**src/design/xsf_pkg.sv**
```systemverilog
// Package for the XOR sprite frame buffer: screen geometry, command codes,
// beat structs and the small modular-reduction helper. Depends on nothing.
package xsf_pkg;

	localparam int DISPLAY_WIDTH  = 64;
	localparam int DISPLAY_HEIGHT = 32;

	localparam int ROW_AW     = $clog2(DISPLAY_HEIGHT);
	localparam int COL_AW     = $clog2(DISPLAY_WIDTH);
	localparam int SPRITE_W   = 8;
	localparam int DATA_W     = 64;
	localparam int MOD_STEPS  = 6;

	localparam logic [1:0] OP_CLEAR = 2'd0;
	localparam logic [1:0] OP_DRAW  = 2'd1;
	localparam logic [1:0] OP_READ  = 2'd2;

	typedef struct packed {
		logic [1:0] op;
		logic [7:0] x_pos;
		logic [7:0] y_pos;
		logic [3:0] row_offset;
		logic [7:0] sprite_byte;
	} cmd_t;

	typedef struct packed {
		logic              collision;
		logic [DATA_W-1:0] row_data;
	} rsp_t;

	typedef struct packed {
		logic                     wr_en;
		logic [ROW_AW-1:0]        wr_row;
		logic [DISPLAY_WIDTH-1:0] wr_data;
		logic                     clr_all;
	} store_req_t;

	// Reduces a value below 512 modulo a constant of at least 8 by
	// conditional subtraction of shifted copies of the modulus.
	function automatic logic [15:0] reduce_mod(input logic [15:0] value,
			input logic [15:0] modulus);
		logic [15:0] rem;
		rem = value;
		for (int k = MOD_STEPS - 1; k >= 0; k--) begin
			if (rem >= (modulus << k)) begin
				rem = rem - (modulus << k);
			end
		end
		return rem;
	endfunction

endpackage

```
**src/design/xor_sprite_framebuffer.sv**
```systemverilog
// Top level of the XOR sprite frame buffer: command register, result register
// and collision flag. Depends on xsf_pkg, xsf_exec and xsf_row_store.
//
// A command is taken on every clock edge with start high; busy stays low, so
// one command per cycle is sustained. The accepting edge loads the command
// register and the next edge loads the result register and done through the
// row logic, so the result is on result with done high and is captured at
// the edge that follows.
// The receiver cannot stall, so every result must be captured when done is
// high. A screen clear completes like any other command, since the rows
// are held in flip-flops with a per-row valid bit cleared by reset or clear.
module xor_sprite_framebuffer (
	input  logic           clk,
	input  logic           arst_n,
	input  logic           start,
	output logic           busy,
	input  xsf_pkg::cmd_t  cmd,
	output logic           done,
	output xsf_pkg::rsp_t  result
);
	import xsf_pkg::*;

	logic                     valid_s1;
	cmd_t                     cmd_s1;
	logic                     acc_q;
	logic                     done_q;
	rsp_t                     result_q;
	logic [ROW_AW-1:0]        rd_row;
	logic [DISPLAY_WIDTH-1:0] cur_row;
	store_req_t               req;
	store_req_t               req_gated;
	logic                     acc_next;
	rsp_t                     rsp;

	assign busy = 1'b0;

	always_ff @(posedge clk or negedge arst_n) begin
		if (!arst_n) begin
			valid_s1 <= 1'b0;
			done_q   <= 1'b0;
			acc_q    <= 1'b0;
		end else begin
			valid_s1 <= start && !busy;
			done_q   <= valid_s1;
			if (valid_s1) begin
				acc_q <= acc_next;
			end
		end
	end

	always_ff @(posedge clk) begin
		if (start && !busy) begin
			cmd_s1 <= cmd;
		end
		if (valid_s1) begin
			result_q <= rsp;
		end
	end

	always_comb begin
		req_gated         = req;
		req_gated.wr_en   = req.wr_en && valid_s1;
		req_gated.clr_all = req.clr_all && valid_s1;
	end

	xsf_exec u_exec (
		.cmd      (cmd_s1),
		.acc      (acc_q),
		.rd_row   (rd_row),
		.cur_row  (cur_row),
		.req      (req),
		.acc_next (acc_next),
		.rsp      (rsp)
	);

	xsf_row_store u_store (
		.clk     (clk),
		.arst_n  (arst_n),
		.rd_row  (rd_row),
		.rd_data (cur_row),
		.req     (req_gated)
	);

	assign done   = done_q;
	assign result = result_q;

endmodule

```
**src/design/xsf_row_store.sv**
```systemverilog
// Frame store of DISPLAY_HEIGHT rows held in flip-flops, with one valid bit
// per row so a clear resets only the valid bits. Depends on xsf_pkg.
module xsf_row_store (
	input  logic                             clk,
	input  logic                             arst_n,
	input  logic [xsf_pkg::ROW_AW-1:0]       rd_row,
	output logic [xsf_pkg::DISPLAY_WIDTH-1:0] rd_data,
	input  xsf_pkg::store_req_t              req
);
	import xsf_pkg::*;

	logic [DISPLAY_WIDTH-1:0]  rows_q [DISPLAY_HEIGHT];
	logic [DISPLAY_HEIGHT-1:0] valid_q;

	always_ff @(posedge clk or negedge arst_n) begin
		if (!arst_n) begin
			valid_q <= '0;
		end else if (req.clr_all) begin
			valid_q <= '0;
		end else if (req.wr_en) begin
			valid_q[req.wr_row] <= 1'b1;
		end
	end

	always_ff @(posedge clk) begin
		if (req.wr_en) begin
			rows_q[req.wr_row] <= req.wr_data;
		end
	end

	assign rd_data = valid_q[rd_row] ? rows_q[rd_row] : '0;

endmodule

```
**src/design/xsf_exec.sv**
```systemverilog
// Combinational command logic: row address wrap, sprite placement with column
// wrap, XOR, collision update and result formation. Depends on xsf_pkg.
module xsf_exec (
	input  xsf_pkg::cmd_t                     cmd,
	input  logic                              acc,
	output logic [xsf_pkg::ROW_AW-1:0]        rd_row,
	input  logic [xsf_pkg::DISPLAY_WIDTH-1:0] cur_row,
	output xsf_pkg::store_req_t               req,
	output logic                              acc_next,
	output xsf_pkg::rsp_t                     rsp
);
	import xsf_pkg::*;

	logic [15:0]              row_sum;
	logic [15:0]              row_mod;
	logic [15:0]              x_mod;
	logic [COL_AW:0]          col;
	logic [DISPLAY_WIDTH-1:0] spr;
	logic [DISPLAY_WIDTH-1:0] new_row;
	logic                     hit;

	always_comb begin
		if (cmd.op == OP_DRAW) begin
			row_sum = 16'(cmd.y_pos) + 16'(cmd.row_offset);
		end else begin
			row_sum = 16'(cmd.y_pos);
		end
		row_mod = reduce_mod(row_sum, 16'(DISPLAY_HEIGHT));
	end

	assign rd_row = row_mod[ROW_AW-1:0];

	always_comb begin
		x_mod = reduce_mod(16'(cmd.x_pos), 16'(DISPLAY_WIDTH));
		spr   = '0;
		col   = '0;
		for (int b = 0; b < SPRITE_W; b++) begin
			col = (COL_AW + 1)'(x_mod) + (COL_AW + 1)'(b);
			if (col >= (COL_AW + 1)'(DISPLAY_WIDTH)) begin
				col = col - (COL_AW + 1)'(DISPLAY_WIDTH);
			end
			if (cmd.sprite_byte[SPRITE_W - 1 - b]) begin
				spr[col[COL_AW-1:0]] = 1'b1;
			end
		end
	end

	assign hit     = |(cur_row & spr);
	assign new_row = cur_row ^ spr;

	always_comb begin
		req.wr_en   = 1'b0;
		req.wr_row  = rd_row;
		req.wr_data = new_row;
		req.clr_all = 1'b0;
		acc_next    = acc;
		rsp.row_data = '0;
		unique case (cmd.op)
			OP_CLEAR: begin
				req.clr_all = 1'b1;
				acc_next    = 1'b0;
			end
			OP_DRAW: begin
				req.wr_en    = 1'b1;
				acc_next     = ((cmd.row_offset == 4'd0) ? 1'b0 : acc) | hit;
				rsp.row_data = DATA_W'(new_row);
			end
			OP_READ: begin
				rsp.row_data = DATA_W'(cur_row);
			end
			default: begin
				acc_next = acc;
			end
		endcase
		rsp.collision = acc_next;
	end

endmodule

```
**config.mk**
```make
export PLATFORM = sky130hd
export DESIGN_NAME = xor_sprite_framebuffer
export DESIGN_NICKNAME = d
export VERILOG_FILES = /design/src/design/xsf_pkg.sv /design/src/design/xor_sprite_framebuffer.sv /design/src/design/xsf_row_store.sv /design/src/design/xsf_exec.sv
export SDC_FILE = /design/constraint.sdc
export NUM_CORES = 2
export LEC_CHECK = 0
export BUFFER_PORTS_ARGS = -buffer_cell sky130_fd_sc_hd__buf_4
export CAP_MARGIN = 30
export CORE_ASPECT_RATIO = 0.6
export CORE_UTILIZATION = 25
export CTS_BUF_LIST = sky130_fd_sc_hd__clkbuf_16
export CTS_CLUSTER_DIAMETER = 80
export DETAILED_ROUTE_END_ITERATION = 10
export PLACE_DENSITY = 0.38
export RECOVER_POWER = 25
export SLEW_MARGIN = 15
export SYNTH_ARGS = -nofsm -noshare
export SYNTH_HDL_FRONTEND = slang
export SYNTH_HIERARCHICAL = 1
export SYNTH_SLANG_ARGS = --single-unit
```
**constraint.sdc**
```tcl
create_clock -name clk -period 7.11 [get_ports clk]
set_input_delay 0.711 -clock clk [delete_from_list [all_inputs] [get_ports clk]]
set_output_delay 0.711 -clock clk [all_outputs]
set_load 0.02 [all_outputs]
```
==> reports/results.tsv <==
metric	value	unit
status	finished with violations	
violations	capacitance limit, slew limit	
syn_inst	5072	
grt_use_total	19.2	%
wire_per_inst	34.2	um
slowest_stage	clkbuf_2	
rows	170	
grt_pass1_wl	478000	um
stdcell_area	106000	um2
core	358000	um2
syn_to_final_growth	17.2	%
grt_overflow	0	
finalHoldViolCount	0	
io_buffers	93	
period_share	90.6	%
drv_slew	1173	
vias_per_cell	5.06	
min_period	6.44	ns
postCtsSetupRepairBufs	0	
layout-drive-gt1-share	18.4	%
holdWs	0.496	ns
grt_pass1_vias	51621	
skew	0.0682	ns
cp_cell_sequence	inv_1 -> ha_4 -> buf_4 -> mux2i_1 -> buf_4 -> buf_12 -> or3b_1 -> nor2_1 -> clkbuf_1 -> clkbuf_2	
leakagePower	34.6	nW
die_h	467	um
grt_max_degree	87	
cts_root_buffer	clkbuf_16	
clock_latency	0.91	ns
rsz0062_at_grt	no	
synth.net_count	5181	
setup_tns	0	ns
setup_viol	0	
required	7.60	ns
nFillCells	35390	
routed_wl	357000	um
cpMostUsedCell	buf_4	
final_nets	5555	
clockBufferDepth	4	
first_pass_iters	6	
ant_nets	0	
path_clk_slew	0.06	ns
h-tree-depth	4	
initial_core_util	25.1	%
gp_congestion	0.981	
dpl_cell_area	99000	um2
syn_avg_cell_area	17.8	um2
worstSetupStartpointType	flop	
dp_hpwl	212000	um
boundaryPins	100	
worstHoldPathType	reg -> reg	
ir_drop	0.223	mV
power.density	307	nW/um2
cts-buffers-inserted	226	
syn-cell-area	90000	um2
path_class	reg -> reg	
drt_iter0_markers	5597	
die_w	777	um
fmax	155	MHz
yosys_warnings	6	
clock_sinks	2173	
arrival	6.92	ns
cts_tree	built	
cap_viol_max_count	42	
vias	52860	
crit_fanout	81	
drc	0	
antenna_found_initial	16	
crit_path_end_kind	flop	
slew_headroom	-113	%
max_stage_delay	1.15	ns
worstMarginPinSlew	3.20	ns
die_area	363000	um2
[metal layers]
metal	global-route usage, %	part of all wire (%)
met4	3.30	1.8
met5	0	0.010
met3	3.26	6.0
met1	30.3	50
met2	27.6	42
[cell type report]
type / instances / area (um2) / area share (%)
diodes: 2 / 5.00 / 0.00474
repair buffers: 460 / 3660 / 3.47
multi-input cells: 2569 / 23700 / 22.4
clock inverters: 180 / 1290 / 1.22
inverters: 16 / 72.6 / 0.0688
well taps: 4816 / 6030 / 5.71
flip-flops and latches: 2173 / 65100 / 61.7
clock buffers: 228 / 5710 / 5.41
[final timing paths]
kind                                      from                      to  slack, ns  depth (start not counted)
max in group asynchronous               arst_n      u_store/valid_q[4]       4.85                          2
hold / removal             u_store/valid_q[18]     u_store/valid_q[18]       0.50                          2
setup reg to reg                    cmd_s1[29]  u_store/rows_q[16][34]       0.67                         10
hold reg to reg            u_store/valid_q[18]     u_store/valid_q[18]       0.50                          2
min in group asynchronous               arst_n                    done       1.02                          2
setup / recovery                    cmd_s1[29]  u_store/rows_q[16][34]       0.67                         10
[critical path, delay by kind of cell (launching register included)]
kind	cells	cell delay [ns]
adder cells (fa/ha/maj)	1	0.23
buffers and inverters	6	3.32
flip-flops	1	0.43
multiplexers	1	0.35
AND/OR/NAND/NOR	2	1.54
[flip-flops by register name, summed over array words and instances (netlist names)]
signal	flops
result	65
done	1
cmd_s1	25
u_store/valid_q	32
acc_q	1
valid_s1	1
u_store/rows_q	2048
[stage by stage]
step	instances	util, %	power (W)	setup slack, ns
after floorplan	5072	-	0.0186	1.18
after global placement	9981	27.6	0.0211	1.01
after detailed placement	9998	27.7	0.0212	1.00
after CTS	10432	29.7	0.0328	0.954
after global routing	10442	29.5	0.0336	0.489
final	10444	29.5	0.0324	0.671
[layout by cell type, fill, tap and decap left out, types with 35 or more instances in the layout]
cell type and count:
buf_12 37, o31ai_1 42, clkbuf_1 103, nand2b_1 64, edfxtp_1 2138, inv_1 72
a22oi_1 139, clkinv_1 53, o21ba_2 37, a221oi_1 246, clkbuf_16 228, nor2_1 274
buf_4 242, o21bai_1 42, mux2i_1 435, nand2_1 109, dfrtp_1 35, ha_1 72
nand3_1 86, mux4_2 305, o22ai_1 52, a21oi_1 149, nor2b_1 78
[power breakdown]
part	switching, W	total, W	leakage (nW)	internal, W
logic	0.00394	0.00563	10.7	0.00169
registers	0.0000627	0.0152	20.2	0.0152
clock network	0.00515	0.0115	3.64	0.00638
total	0.00915	0.0324	34.6	0.0232
[timing repair]
action / 4_1_cts / 5_1_grt
endpoints found under the hold margin: 60 / 0
hold buffers: 26 / 0
resized for setup: 0 / 0
setup endpoints to repair: 0 / 0
(Power assumes the default switching activity.)
